==> src/rtl/gpec_pkg.sv <==
// Package of types, codes and constants for the port change detector.
`timescale 1ns / 1ps

package gpec_pkg;

	localparam int PORT_WIDTH_DEF = 16;
	localparam int QUEUE_DEPTH    = 2;

	// Operation codes.
	localparam logic [2:0] OP_WRITE_PORT = 3'd0;
	localparam logic [2:0] OP_WRITE_PIN  = 3'd1;
	localparam logic [2:0] OP_READ_PIN   = 3'd2;
	localparam logic [2:0] OP_READ_PORT  = 3'd3;
	localparam logic [2:0] OP_RESET_PORT = 3'd4;
	localparam logic [2:0] OP_SCAN       = 3'd5;

	// Result kinds.
	localparam logic [1:0] KIND_SENT  = 2'd0;
	localparam logic [1:0] KIND_PORT  = 2'd1;
	localparam logic [1:0] KIND_PIN   = 2'd2;
	localparam logic [1:0] KIND_EVENT = 2'd3;

	typedef struct packed {
		logic [2:0]  operation;
		logic [15:0] port_value;
		logic [3:0]  pin_index;
		logic        pin_level;
	} in_item_t;

	typedef struct packed {
		logic [1:0]  result_kind;
		logic [15:0] port_word;
		logic [3:0]  pin_number;
		logic        level_out;
		logic        last;
	} out_item_t;

	// One job handed from the front end to the back end.
	typedef struct packed {
		logic        scan;
		logic [1:0]  kind;
		logic [15:0] word;
		logic [3:0]  pin;
		logic        level;
		logic [15:0] changed;
	} job_t;

endpackage

==> src/rtl/gpec_queue.sv <==
// Short job queue between the front end and the back end.
`timescale 1ns / 1ps

module gpec_queue (
	input  logic            clk,
	input  logic            arst_n,
	input  logic            push,
	input  gpec_pkg::job_t  push_job,
	output logic            full,
	input  logic            pop,
	output logic            avail,
	output gpec_pkg::job_t  head
);

	localparam int DEPTH = gpec_pkg::QUEUE_DEPTH;
	localparam int PTR_W = (DEPTH > 1) ? $clog2(DEPTH) : 1;
	localparam int CNT_W = $clog2(DEPTH + 1);

	gpec_pkg::job_t    mem_q [DEPTH];
	logic [PTR_W-1:0]  wr_ptr_q;
	logic [PTR_W-1:0]  rd_ptr_q;
	logic [CNT_W-1:0]  count_q;
	logic              do_push;
	logic              do_pop;

	assign full    = (count_q == CNT_W'(DEPTH));
	assign avail   = (count_q != '0);
	assign head    = mem_q[rd_ptr_q];
	assign do_push = push && !full;
	assign do_pop  = pop && avail;

	always_ff @(posedge clk) begin
		if (do_push) begin
			mem_q[wr_ptr_q] <= push_job;
		end
	end

	always_ff @(posedge clk or negedge arst_n) begin
		if (!arst_n) begin
			wr_ptr_q <= '0;
			rd_ptr_q <= '0;
			count_q  <= '0;
		end else begin
			if (do_push) begin
				wr_ptr_q <= (wr_ptr_q == PTR_W'(DEPTH - 1)) ? '0 : wr_ptr_q + 1'b1;
			end
			if (do_pop) begin
				rd_ptr_q <= (rd_ptr_q == PTR_W'(DEPTH - 1)) ? '0 : rd_ptr_q + 1'b1;
			end
			if (do_push && !do_pop) begin
				count_q <= count_q + 1'b1;
			end else if (do_pop && !do_push) begin
				count_q <= count_q - 1'b1;
			end
		end
	end

endmodule

==> src/rtl/gpec_front.sv <==
// Front end: takes operations, keeps the port latch and mask, queues result jobs.
`timescale 1ns / 1ps

module gpec_front #(
	parameter int PORT_WIDTH = gpec_pkg::PORT_WIDTH_DEF
) (
	input  logic                clk,
	input  logic                arst_n,
	input  logic                in_valid,
	output logic                in_ready,
	input  gpec_pkg::in_item_t  in_data,
	input  logic                cfg_valid,
	input  logic [15:0]         cfg_data,
	input  logic                q_full,
	output logic                q_push,
	output gpec_pkg::job_t      q_job
);

	localparam logic [15:0] WMASK = (PORT_WIDTH >= 16) ? 16'hFFFF
		: 16'((32'd1 << PORT_WIDTH) - 32'd1);

	logic [15:0] mask_q;
	logic [15:0] latch_q;
	logic [15:0] latch_d;
	logic        latch_we;
	logic        want_push;
	logic [15:0] val;
	logic [15:0] mask;
	logic [15:0] pin_bit;
	logic [15:0] word;
	logic [15:0] diff;
	logic        accept;

	assign in_ready = !q_full;
	assign accept   = in_valid && in_ready;
	assign val      = in_data.port_value & WMASK;
	assign mask     = mask_q & WMASK;
	assign pin_bit  = (32'(in_data.pin_index) < PORT_WIDTH)
		? ((16'd1 << in_data.pin_index) & WMASK) : 16'd0;
	assign diff     = (latch_q ^ val) & mask;

	always_comb begin
		word      = '0;
		latch_d   = latch_q;
		latch_we  = 1'b0;
		want_push = 1'b0;
		q_job     = '0;
		case (in_data.operation)
			gpec_pkg::OP_WRITE_PORT: begin
				word       = (val | mask) & WMASK;
				latch_d    = word;
				latch_we   = 1'b1;
				want_push  = 1'b1;
				q_job.kind = gpec_pkg::KIND_SENT;
				q_job.word = word;
			end
			gpec_pkg::OP_WRITE_PIN: begin
				if (in_data.pin_level) begin
					word = (latch_q | mask | pin_bit) & WMASK;
				end else begin
					word = ((latch_q & ~pin_bit) | mask) & WMASK;
				end
				latch_d     = word;
				latch_we    = 1'b1;
				want_push   = 1'b1;
				q_job.kind  = gpec_pkg::KIND_SENT;
				q_job.word  = word;
				q_job.pin   = in_data.pin_index;
				q_job.level = |(word & pin_bit);
			end
			gpec_pkg::OP_READ_PIN: begin
				latch_d     = val;
				latch_we    = 1'b1;
				want_push   = 1'b1;
				q_job.kind  = gpec_pkg::KIND_PIN;
				q_job.word  = val;
				q_job.pin   = in_data.pin_index;
				q_job.level = |(val & pin_bit);
			end
			gpec_pkg::OP_READ_PORT: begin
				latch_d    = val;
				latch_we   = 1'b1;
				want_push  = 1'b1;
				q_job.kind = gpec_pkg::KIND_PORT;
				q_job.word = val;
			end
			gpec_pkg::OP_RESET_PORT: begin
				latch_d    = mask;
				latch_we   = 1'b1;
				want_push  = 1'b1;
				q_job.kind = gpec_pkg::KIND_SENT;
				q_job.word = mask;
			end
			gpec_pkg::OP_SCAN: begin
				latch_d       = val;
				latch_we      = 1'b1;
				want_push     = (diff != '0);
				q_job.scan    = 1'b1;
				q_job.kind    = gpec_pkg::KIND_EVENT;
				q_job.word    = val;
				q_job.changed = diff;
			end
			default: begin
				latch_we = 1'b0;
			end
		endcase
	end

	assign q_push = accept && want_push;

	always_ff @(posedge clk or negedge arst_n) begin
		if (!arst_n) begin
			mask_q  <= '0;
			latch_q <= '0;
		end else begin
			if (cfg_valid) begin
				mask_q <= cfg_data;
			end
			if (accept && latch_we) begin
				latch_q <= latch_d;
			end
		end
	end

endmodule

==> src/rtl/gpec_back.sv <==
// Back end: queued jobs to beats, one changed pin per cycle for scans unless stalled.
`timescale 1ns / 1ps

module gpec_back (
	input  logic                 clk,
	input  logic                 arst_n,
	input  logic                 q_avail,
	input  gpec_pkg::job_t       q_head,
	output logic                 q_pop,
	output logic                 out_valid,
	input  logic                 out_ready,
	output gpec_pkg::out_item_t  out_data
);

	gpec_pkg::job_t      cur_q;
	logic                busy_q;
	logic                out_valid_q;
	gpec_pkg::out_item_t out_data_q;
	gpec_pkg::out_item_t beat;
	logic [15:0]         lowest;
	logic [15:0]         rest;
	logic [3:0]          low_pin;
	logic                can_emit;
	logic                done;

	assign lowest = cur_q.changed & (~cur_q.changed + 16'd1);
	assign rest   = cur_q.changed & ~lowest;

	always_comb begin
		low_pin = '0;
		for (int i = 0; i < 16; i++) begin
			if (lowest[i]) begin
				low_pin = low_pin | 4'(i);
			end
		end
	end

	always_comb begin
		beat.result_kind = cur_q.kind;
		beat.port_word   = cur_q.word;
		if (cur_q.scan) begin
			beat.pin_number = low_pin;
			beat.level_out  = |(cur_q.word & lowest);
			beat.last       = (rest == '0);
		end else begin
			beat.pin_number = cur_q.pin;
			beat.level_out  = cur_q.level;
			beat.last       = 1'b1;
		end
	end

	assign can_emit  = busy_q && (!out_valid_q || out_ready);
	assign done      = can_emit && beat.last;
	assign q_pop     = q_avail && (!busy_q || done);
	assign out_valid = out_valid_q;
	assign out_data  = out_data_q;

	always_ff @(posedge clk) begin
		if (can_emit) begin
			out_data_q <= beat;
		end
		if (q_pop) begin
			cur_q <= q_head;
		end else if (can_emit) begin
			cur_q.changed <= rest;
		end
	end

	always_ff @(posedge clk or negedge arst_n) begin
		if (!arst_n) begin
			busy_q      <= 1'b0;
			out_valid_q <= 1'b0;
		end else begin
			if (can_emit) begin
				out_valid_q <= 1'b1;
			end else if (out_ready) begin
				out_valid_q <= 1'b0;
			end
			if (q_pop) begin
				busy_q <= 1'b1;
			end else if (done) begin
				busy_q <= 1'b0;
			end
		end
	end

endmodule

==> src/rtl/gpio_expander_port_change_detect_core.sv <==
// Top level of the quasi-bidirectional port expander with pin change detection.
`timescale 1ns / 1ps

// The block models a quasi-bidirectional port expander. Each input beat is one
// operation on the port latch: write the port, set or clear one pin, reset the
// port to the input-pin mask, read the port, read one pin, or sample and scan.
// Every word sent to the port has the input-pin mask ORed in, so input pins
// are always held weakly high. A scan compares the previous latch with the new
// sample on input pins only and gives one event beat per changed pin, lowest
// pin first, with the last flag on the highest; when no input pin changed the
// scan gives no beat at all, and unused operation codes are dropped silently.
// The front end takes one operation every cycle while its job queue (two
// entries) has room, and updates the latch at once, so consecutive operations
// see each other's effects without delay. The back end drains the queue: an
// operation with a single result gives one beat, a scan one beat per changed
// input pin, so from 1 to 16 beats; the one-pin-per-cycle scan loop, while the
// output is not stalled, sets the sustained rate under long scans. A result
// passes from the queue through the current-job register into the output
// register and waits there, with the next beat already prepared, until taken.
// The mask register is written through the configuration channel, which is
// always ready; it should be written only while the block holds no work.
// Both registers reset to zero; the latch width follows PORT_WIDTH, and bits
// at or above the port width always read as zero.

module gpio_expander_port_change_detect_core #(
	parameter int PORT_WIDTH = gpec_pkg::PORT_WIDTH_DEF
) (
	input  logic                 clk,
	input  logic                 arst_n,
	input  logic                 in_valid,
	output logic                 in_ready,
	input  gpec_pkg::in_item_t   in_data,
	output logic                 out_valid,
	input  logic                 out_ready,
	output gpec_pkg::out_item_t  out_data,
	input  logic                 cfg_valid,
	output logic                 cfg_ready,
	input  logic [15:0]          cfg_data
);

	logic           q_push;
	logic           q_full;
	logic           q_pop;
	logic           q_avail;
	gpec_pkg::job_t q_job;
	gpec_pkg::job_t q_head;

	// The mask register can always be written in the cycle it is offered.
	assign cfg_ready = 1'b1;

	gpec_front #(
		.PORT_WIDTH (PORT_WIDTH)
	) u_front (
		.clk       (clk),
		.arst_n    (arst_n),
		.in_valid  (in_valid),
		.in_ready  (in_ready),
		.in_data   (in_data),
		.cfg_valid (cfg_valid),
		.cfg_data  (cfg_data),
		.q_full    (q_full),
		.q_push    (q_push),
		.q_job     (q_job)
	);

	// Jobs wait here so that a long scan on the output side stalls the acceptance
	// of the next operations only once the queue is full.
	gpec_queue u_queue (
		.clk      (clk),
		.arst_n   (arst_n),
		.push     (q_push),
		.push_job (q_job),
		.full     (q_full),
		.pop      (q_pop),
		.avail    (q_avail),
		.head     (q_head)
	);

	gpec_back u_back (
		.clk       (clk),
		.arst_n    (arst_n),
		.q_avail   (q_avail),
		.q_head    (q_head),
		.q_pop     (q_pop),
		.out_valid (out_valid),
		.out_ready (out_ready),
		.out_data  (out_data)
	);

endmodule

==> config.mk <==
export PLATFORM = sky130hd
export DESIGN_NAME = gpio_expander_port_change_detect_core
export DESIGN_NICKNAME = d
export VERILOG_FILES = /design/src/rtl/gpec_pkg.sv /design/src/rtl/gpec_queue.sv /design/src/rtl/gpec_front.sv /design/src/rtl/gpec_back.sv /design/src/rtl/gpio_expander_port_change_detect_core.sv
export SDC_FILE = /design/constraint.sdc
export NUM_CORES = 1
export LEC_CHECK = 0
export BUFFER_PORTS_ARGS = -buffer_cell sky130_fd_sc_hd__buf_2
export CELL_PAD_IN_SITES_DETAIL_PLACEMENT = 0
export CELL_PAD_IN_SITES_GLOBAL_PLACEMENT = 1
export CORE_MARGIN = 10
export CORE_UTILIZATION = 53
export DETAILED_ROUTE_END_ITERATION = 16
export HOLD_SLACK_MARGIN = 0.05
export PLACE_DENSITY_LB_ADDON = 0.25
export SLEW_MARGIN = 0
export SYNTH_ARGS = -nofsm -noshare
export SYNTH_HDL_FRONTEND = slang
export SYNTH_SLANG_ARGS = --single-unit
==> constraint.sdc <==
create_clock -name clk -period 10.3 [get_ports clk]
set_input_delay 1.03 -clock clk [delete_from_list [all_inputs] [get_ports clk]]
set_output_delay 1.03 -clock clk [all_outputs]
set_load 0.05 [all_outputs]
Word-level counts from Yosys, hierarchy flattened. Memory sizes are Yosys's and may differ from the RTL's. Index checks and enable logic that the tools add are counted. Widths: inputs -> output; s select.

Bits in read-only memories: 0. Latch bits: 0. Memory bits (writable): 80. Memories: 1. Logic and storage cells: 116. Flip-flop bits (word level): 102.

Shift operators: 1. Bitwise logic cells: 15. $add $sub $neg: 5. Equality and inequality tests: 6. Multipliers: 0. Mux-type cells: 37. Reductions and logical operators: 33. Div/mod/pow operators: 0. $lt $le $gt $ge: 0.

Memory list: u_queue.mem_q (words 2, width 40, read ports 1, clocked after Yosys merged registers in 0, write ports 1, line gpec_queue.sv:19) `gpec_pkg::job_t mem_q [DEPTH];`.

Operator list (count): $and 16x16->16 (7); $pmux 18 s6 (1); $mux 16 (5); $or 16x16->16 (4); $pmux 16 s4 (1); $not 16->16 (3); $reduce_or 16->1 (3); $mux 4 (8); $add 16x1->16 const B (1); $logic_not 16->1 (1); $reduce_bool 16->1 (1); $shl 1x4->16 const A (1); $xor 16x16->16 (1); $mux 3 (4); $mux 1 (11); $logic_and 1x1->1 (10); $pmux 5 s2 (1); $reduce_bool 2->1 (5); $mux 2 (4); $eq 3x2->1 const B (2); $eq 3x3->1 const B (2); $mux 6 (1); $reduce_or 6->1 (1); $logic_not 1->1 (5); other kinds (12) (14).

Logic depth before layout (Yosys ltp). Gate-level depths: netlist of run 1.

Depth after elaboration: 26. Depth in mapped cells: 13. Gate-level depth less buffers: 10.

Modules after synthesis. From an unflattened synthesis of run 1, not the netlist that was laid out.

Cell total of the unflattened synthesis: 886. Area, all modules: 9960.8 um2.

By module, submodules not included: gpec_front (area each 3683.5 um2, cells each 506, times used 1); gpec_queue (area each 3290.7 um2, cells each 144, times used 1); gpec_back (area each 2975.4 um2, cells each 234, times used 1); gpio_expander_port_change_detect_core (area each 11.3 um2, cells each 2, times used 1).

Worst setup path before layout of run 1. OpenSTA, ideal clock, no wires.

Path type: input-to-reg. Start point: input in_data[23] in the netlist's numbering. End point: memory u_queue.mem_q[0][0] in the netlist's numbering (enable). Stages on the path: 5. Arrival: 3547 ps. Data required time: 9863 ps. Path buffers: 1. Setup slack: 6316 ps. Path through: clkbuf_1 nand2_1 nand3_1 a41o_1 nor2_1.

Cells in the longest elaborated chain, start to end: 7. Elaborated cells between the ends (all ways): 12.

Ends and longest elaborated chain: start, declared (line gpio_expander_port_change_detect_core.sv:32) `input gpec_pkg::in_item_t in_data,`; $eq 3x1->1, or another cell as far along; $reduce_or 5->1 (no line); $pmux 1 s2 * (line gpec_front.sv:48) `case (in_data.operation)`; $logic_and 1x1->1 * (line gpec_front.sv:109) `assign q_push = accept && want_push;`; $logic_and 1x1->1 * (line gpec_queue.sv:29) `assign do_push = push && !full;`; $mux 1 * (line gpec_queue.sv:33) `if (do_push) begin`; $mux 1 (not written as such) * (line gpec_queue.sv:34) `mem_q[wr_ptr_q] <= push_job;`; end, declared (line gpec_queue.sv:19).

Every way passes the cells marked *; elsewhere a longest branch is shown, timed or not.

Worst setup path after layout of run 1.
Start point: input in_data[22] in the netlist's numbering. End point: memory u_queue.mem_q[1][22] in the netlist's numbering (enable).

Same word-level chain as after synthesis.

==> results of run 1 <==
[cells in the final DEF (no fill, tap or decap), types with 4 or more instances in the layout]
cell type	n
edfxtp_1	144
buf_2	70
mux2_2	61
nand2_1	52
nor2_1	45
mux2i_1	42
dfrtp_1	37
o21ai_0	32
xor2_1	19
nand3b_1	17
a22oi_1	17
a21oi_1	17
o21bai_1	17
clkbuf_16	17
nor3_1	12
inv_1	11
nand4_1	8
nand2b_1	7
nand3_1	7
and3_1	7
nand4b_1	7
o21ai_1	6
a211oi_1	6
xnor2_1	5
and2_1	4
o22ai_1	4
nor2b_1	4
o211ai_1	4
a31oi_1	4
nor4bb_1	4
[power groups by stage]
stage	combinational [mW]	sequential (mW)	clock (mW)
finish	0.740	1.29	0.668
global route	0.806	1.32	0.704
CTS	0.745	1.29	0.679
detailed placement	0.737	1.30	0
global placement	0.724	1.29	0
floorplan	0.562	1.28	0
[cell families (layout without fill, tap and decap cells)]
logic type	after synthesis	after routing	synth area share
fa+ha+maj	2	2	0.00254
simple gates	190	190	0.114
compound gates	131	131	0.102
xor+xnor	24	24	0.0237
other cells	1	1	0.000424
flops	182	182	0.596
mux	105	105	0.129
buf+inv	66	115	0.0328
[sequential cells by signal (all words and copies together) (netlist names)]
name              count
u_front.latch_q      16
u_queue.wr_ptr_q      1
u_back.out_valid      1
u_back.out_data      24
u_back.busy_q         1
u_queue.count_q       2
u_back.beat          18
u_queue.mem_q        80
u_queue.rd_ptr_q      1
u_front.mask         16
u_back.cur_q         22
[area by class of cell]
cell class | count | area (um2) | area share
flip-flops and latches | 182 | 5280 | 0.534
multi-input cells | 453 | 3300 | 0.335
clock buffers | 20 | 447 | 0.0452
repair buffers | 71 | 358 | 0.0362
well taps | 220 | 275 | 0.0279
clock inverters | 12 | 168 | 0.0170
inverters | 12 | 45.0 | 0.00456
[worst max-delay path by stage]
| stage | to | slack (ns) |
|---|---|---|
| detailed placement | u_queue.mem_q[1][24] | 6.32 |
| global placement | u_queue.mem_q[1][24] | 6.40 |
| finish | u_queue.mem_q[1][22] | 6.76 |
| CTS | u_queue.mem_q[1][18] | 6.77 |
| global route | u_queue.mem_q[1][21] | 6.58 |
| floorplan | u_queue.mem_q[0][0] | 6.32 |
[per-layer routing]
layer | GRT usage | vias to the layer above | wire (um)
met1 | 0.227 | 2889 | 8680
met2 | 0.288 | 165 | 9550
met3 | 0.0443 | 42 | 1050
met5 | 0 | - | 0
li1 | - | 2698 | -
met4 | 0.0819 | 0 | 579
[per-stage QoR]
step                      utilization  hold slack [ns]  setup WS [ns]  power [mW]
after floorplan                     -            0.400           6.32        1.84
final                           0.600            0.417           6.76        2.70
after global placement          0.562            0.404           6.40        2.02
after global routing            0.600            0.415           6.58        2.83
after CTS                       0.600            0.417           6.77        2.71
after detailed placement        0.562            0.405           6.32        2.04
==> impl_results.rst, run 1 <==
.. list-table::
   :header-rows: 1

   * - Metric
     - Value
   * - Final routed wirelength across all metal layers
     - 19,900 um
   * - Combinational group share of total power
     - 0.274
   * - Top achievable clock speed
     - 0.282 GHz
   * - Post-route insts no fill
     - 970
   * - Largest cells by area after synthesis
     - edfxtp_1, dfrtp_1, mux2_2, mux2i_1, nand2_1
   * - Maximum number of pins on one net before global-route repair
     - 42
   * - Number of pins exceeding their max-slew limit in the final report
     - 0
   * - Leakage component of the power
     - 3.69 nW
   * - Number of vias after detailed routing
     - 5,794
   * - VDD IR max
     - 147 uV
   * - Worst flop-to-flop path endpoint
     - u_back.beat[23]
   * - CTS tree
     - built
   * - Part of the Yosys area used for sequential elements
     - 0.596
   * - H-tree depth
     - 4
   * - Max incr delay on CP
     - 0.85 ns
   * - Sequential power share
     - 0.478
   * - Buffers inserted by post-CTS timing repair
     - 0
   * - Number of nets with antenna violations after routing
     - 0
   * - Reg-to-reg startpoint
     - u_back.cur_q[0]
   * - Floorplan die area
     - 22,300 um2
   * - Average size of a mapped cell
     - 12.6 um2
   * - Outcome
     - finished, final reports clean
   * - Number of cells traversed by the worst hold path
     - 0
   * - Vias in the first global route
     - 5,749
   * - Initial antenna violation count
     - 0
   * - Power share of the clock group
     - 0.248
   * - IO Pins
     - 72
   * - Final hold violations
     - 0
   * - Total buffers and inverters traversed by the critical path
     - 1
   * - Maximum root-to-sink buffer count
     - 2
   * - Maximum fanout count along the critical path
     - 40
   * - Class of the most critical setup path
     - input pin to register
   * - Root buffer cell
     - clkbuf_16
   * - Portion of synthesized cell area occupied by the leading cell type
     - 0.488
   * - Dominant cell by count in the synthesized netlist
     - edfxtp_1
   * - Post-Syn Instances
     - 701
   * - Buffers added on ports
     - 70
   * - Average wire per standard cell
     - 20.5 um
   * - Transition time at the pin with the least slew margin
     - 1.28 ns
   * - Post-place instance area
     - 9260 um2
   * - Average vias per placed instance
     - 5.97
   * - Slew headroom
     - 0.143
   * - Startpoint type of the worst setup path
     - input pin
   * - Hold buffers post-CTS
     - 0
   * - Layout-stage area growth over the synthesis result
     - 11.5%
   * - Clock Skew
     - 0.0104 ns
   * - Clock-pin slew of the registers on the worst-case setup and hold paths
     - 0.06 ns
   * - HPWL after detailed placement
     - 14,000 um
   * - Cell area after layout
     - 9870 um2
   * - Count of placed standard cells including taps
     - 938
   * - Antenna diodes
     - 0
   * - Fraction of layout cells with a size suffix above 1
     - 0.236
   * - Net total in the final layout
     - 783
   * - Placer's final routability congestion estimate
     - 0.895
   * - CP max-delay cell
     - nor2_4
   * - Number of flops mapped to enable cells by yosys
     - 144
   * - Number of standard-cell rows in the floorplan
     - 47
   * - Core footprint
     - 16,500 um2
   * - Async SR Flop Fraction
     - 0.209
   * - Count of cell types in the netlist
     - 67
   * - Wire length of the first global-routing pass
     - 31,100 um
   * - Critical path, cell by cell
     - buf_2 -> nand2_1 -> nand3_1 -> a41o_1 -> nor2_4
   * - Setup Viol. Count Final
     - 0
   * - Cell Area, Synth
     - 8850 um2
   * - GRT Overall Usage
     - 0.180
   * - Initial cell density of the core
     - 0.538
   * - Endpoint class of the critical path
     - register
   * - Yosys warns
     - 0
   * - Dominant cell type by area after synthesis
     - edfxtp_1
   * - Resized cells post-CTS
     - 0
   * - Class of the worst hold path
     - register to register
   * - Max-Cap Viols
     - 0
   * - Most instantiated cells after synthesis
     - edfxtp_1, mux2_2, nand2_1
   * - Kind of cell with the highest combined delay on the critical path
     - simple AND/OR/NAND/NOR gates
   * - Remaining Overflow, GRT
     - 0
   * - Overall die width
     - 149 um
   * - Synthesized netlist net count
     - 747
   * - Switching Fraction
     - 0.347
   * - Worst hold path endpoint
     - u_back.out_data[23]
   * - Cell internal power dissipation
     - 1.76 mW
   * - Power density normalized to cell area
     - 273 nW/um2
   * - Number of detailed-route iterations in the first pass
     - 5
   * - Number of DRC markers after the initial detailed-route iteration
     - 386
   * - Arrival time reported for the critical path endpoint
     - 3.59 ns
   * - Net switching power figure
     - 936 uW
   * - Sinks on the clock net
     - 182
   * - Required time of the worst setup path
     - 10.35 ns
   * - Portion of the clock cycle consumed by the worst path in the final layout
     - 0.344
   * - Clock insertion delay at the later pin of the skew report
     - 0.43 ns
   * - CTS buffer count
     - 17
   * - Register bit count reported by yosys
     - 182
   * - Total negative slack for setup checks
     - 0 ns
   * - Fin crit period
     - 3.54 ns
   * - Final routed DRC violation total
     - 0
   * - HP Start
     - u_back.beat[23]
   * - R2R Setup Slk
     - 6.87 ns
   * - Top_reg_cell synth
     - edfxtp_1
   * - Vertical extent of the die
     - 149 um
   * - Number of fill cells
     - 1,359
   * - Start point of the critical path
     - in_data[22]
   * - Count of cells along the worst register-to-register path
     - 6
   * - Logic depth of the worst setup path including buffers
     - 5
   * - Unrepaired setup endpoints after global routing
     - no
(Power assumes the default switching activity.)
==> run 2: changes to the inputs <==
Settings changed: CORE_UTILIZATION 53 to 44.
Clock period 10.3 ns to 3.2 ns, I/O delays scaled along.
==> impl_results.rst, run 2 (synthesis gave the netlist of run 1 again) <==
.. list-table::
   :header-rows: 1

   * - Metric
     - Value
   * - Outcome
     - finished, final reports clean
   * - Leakage component of the power
     - 3.73 nW (+1.2%)
   * - IO Pins
     - 72 (unchanged)
   * - Maximum fanout count along the critical path
     - 24 (-40%)
   * - Final hold violations
     - 0 (unchanged)
   * - Worst setup path end
     - u_back.beat[14]
   * - CTS tree
     - built
   * - Met1 Wirelength
     - 9820 um (+13%)
   * - Post-route insts no fill
     - 1,025 (+5.7%)
   * - Maximum number of pins on one net before global-route repair
     - 41 (-2.4%)
   * - Slew headroom
     - 0.237 (+0.0932)
   * - Remaining Overflow, GRT
     - 0 (unchanged)
   * - Resized cells post-CTS
     - 0 (unchanged)
   * - Number of fill cells
     - 1,767 (+30%)
   * - Flip-flop count of the largest register after layout
     - 80 (unchanged)
   * - Average wire per standard cell
     - 21.4 um (+4.4%)
   * - Maximum root-to-sink buffer count
     - 2 (unchanged)
   * - GRT Overall Usage
     - 0.167 (-0.0130)
   * - Count of placed standard cells including taps
     - 993 (+5.9%)
   * - HPWL after detailed placement
     - 15,900 um (+14%)
   * - Antenna diodes
     - 0 (unchanged)
   * - Initial antenna violation count
     - 0 (unchanged)
   * - Required time of the worst setup path
     - 3.27 ns (-7.08 ns)
   * - Endpoint class of the critical path
     - register
   * - Leading cell types in the layout, fill and taps excluded
     - edfxtp_1, buf_2, mux2_2
   * - Net total in the final layout
     - 793 (+1.3%)
   * - Hold_ws
     - 0.0372 ns (-0.380 ns)
   * - Number of standard-cell rows in the floorplan
     - 51 (+8.5%)
   * - Transition time at the pin with the least slew margin
     - 1.14 ns (-0.135 ns)
   * - Unrepaired setup endpoints after global routing
     - no
   * - Buffers inserted by post-CTS timing repair
     - 0 (unchanged)
   * - Startpoint type of the worst setup path
     - register
   * - Max-Cap Viols
     - 0 (unchanged)
   * - Fin crit period
     - 2.63 ns
   * - Setup Viol. Count Final
     - 0 (unchanged)
   * - Clock insertion delay at the later pin of the skew report
     - 0.43 ns (about the same)
   * - Number of vias after detailed routing
     - 5,829 (+0.60%)
   * - Final routed DRC violation total
     - 0 (unchanged)
   * - Floorplan die area
     - 26,200 um2 (+18%)
   * - Top Metal Used
     - met4
   * - Placer's final routability congestion estimate
     - 0.857 (-4.2%)
   * - Number of pins exceeding their max-slew limit in the final report
     - 0 (unchanged)
   * - Average vias per placed instance
     - 5.69 (-4.8%)
   * - R2R Setup Slk
     - 0.57 ns (-6.30 ns)
   * - CTS buffer count
     - 17 (unchanged)
   * - Portion of the clock cycle consumed by the worst path in the final layout
     - 0.821
   * - Clock Skew
     - 0.00874 ns (-0.00169 ns)
   * - Vias in the first global route
     - 5,781 (+0.56%)
   * - Total negative slack for setup checks
     - 0 ns (unchanged)
   * - Met2 wire length
     - 10,500 um (+9.7%)
   * - Initial cell density of the core
     - 0.450 (-0.0872)
   * - Buffers added on ports
     - 70 (unchanged)
   * - Number of nets with antenna violations after routing
     - 0 (unchanged)
   * - Arrival time reported for the critical path endpoint
     - 2.70 ns (-0.89 ns)
   * - Class of the most critical setup path
     - register to register
   * - Wire length of the first global-routing pass
     - 34,000 um (+9.4%)
   * - Root buffer cell
     - clkbuf_16
   * - Layout-stage area growth over the synthesis result
     - 12.9%
   * - Met3 wire length
     - 1170 um (+11%)
   * - Number of DRC markers after the initial detailed-route iteration
     - 390 (+1.0%)
   * - Top achievable clock speed
     - 0.381 GHz
   * - VDD IR max
     - 406 uV (+180%)
   * - Start point of the critical path
     - u_back.cur_q[0]
   * - Most common cell after layout, fill and taps aside
     - edfxtp_1
   * - Class of the worst hold path
     - input pin to asynchronous set/reset pin
   * - Worst flop-to-flop path endpoint
     - u_back.beat[14]
   * - Hold buffers post-CTS
     - 0 (unchanged)
   * - Final routed wirelength across all metal layers
     - 21,900 um (+10%)
   * - Final design utilization
     - 0.509 (-0.0908)
   * - Clock-pin slew of the registers on the worst-case setup and hold paths
     - 0.07 ns (about the same)
   * - Fraction of layout cells with a size suffix above 1
     - 0.249 (+0.0127)
   * - Vertical extent of the die
     - 162 um (+8.4%)
   * - Reg-to-reg startpoint
     - u_back.cur_q[0]
   * - H-tree depth
     - 4 (unchanged)
   * - Power density normalized to cell area
     - 873 nW/um2 (+220%)
   * - Core footprint
     - 19,700 um2 (+19%)
   * - Number of detailed-route iterations in the first pass
     - 6 (+1)
   * - Sinks on the clock net
     - 182 (unchanged)
   * - Overall die width
     - 162 um (+8.4%)
   * - Register containing the most flip-flops in the final layout
     - u_queue.mem_q
   * - Count of cells along the worst register-to-register path
     - 6 (unchanged)
## run 2: cell types whose count changed in the layout (fill, tap and decap cells not counted)
cell,delta
clkbuf_1,-2
bufinv_16,-2
inv_6,-1
clkinv_2,-1
clkinv_8,+3
clkbuf_8,-1
buf_4,+10
inv_8,+3
clkinv_4,+1
## run 2: layout make-up
class	instances	area [um2]	area share
multi-input combinational	453	3300	0.330
timing repair buffer	81	433	0.0433
tap	265	332	0.0332
clock buffer	17	425	0.0425
sequential	182	5280	0.528
clock inverter	15	185	0.0185
inverter	12	45.0	0.00450
## run 2: routing by layer
layer | track usage | vias up
met2 | 0.265 | 202
met5 | 0 | -
met1 | 0.221 | 2877
met3 | 0.0387 | 29
li1 | - | 2721
met4 | 0.0542 | 0
## run 2: through the flow
step	total power [mW]	setup WS, ns	cell area [um2]
2_1_floorplan	5.93	-0.619	8850
3_3_place_gp	6.66	0.456	9390
5_1_grt	9.18	0.327	10000
3_5_place_dp	6.68	0.535	9390
4_1_cts	8.80	0.518	10000
6_report	8.73	0.573	10000
## run 2: critical path: stages (launching register included)
cell and delay, ns:
edfxtp_1 0.55, nor4_4 0.48, nand3_2 0.28, o21ai_1 0.26
o2111a_2 0.24, a21boi_2 0.09, inv_2 0.37
## run 2: where the power goes
group / leakage [nW] / switching (mW) / total, mW / internal (mW)
logic: 1.64 / 1.53 / 2.49 / 0.962
registers: 1.81 / 0.668 / 4.13 / 3.46
clock network: 0.292 / 0.987 / 2.11 / 1.13
## run 2: worst min-delay path by stage
stage | start | end | slack, ns | depth (start not counted)
3_3_place_gp | u_back.beat[22] | u_back.out_data[22] | 0.41 | 0
2_1_floorplan | arst_n | u_back.busy_q | 0.02 | 0
4_1_cts | arst_n | u_back.out_valid | 0.06 | 1
5_1_grt | arst_n | u_back.out_valid | 0.09 | 1
6_report | arst_n | u_back.out_valid | 0.04 | 1
3_5_place_dp | u_back.beat[22] | u_back.out_data[22] | 0.41 | 0
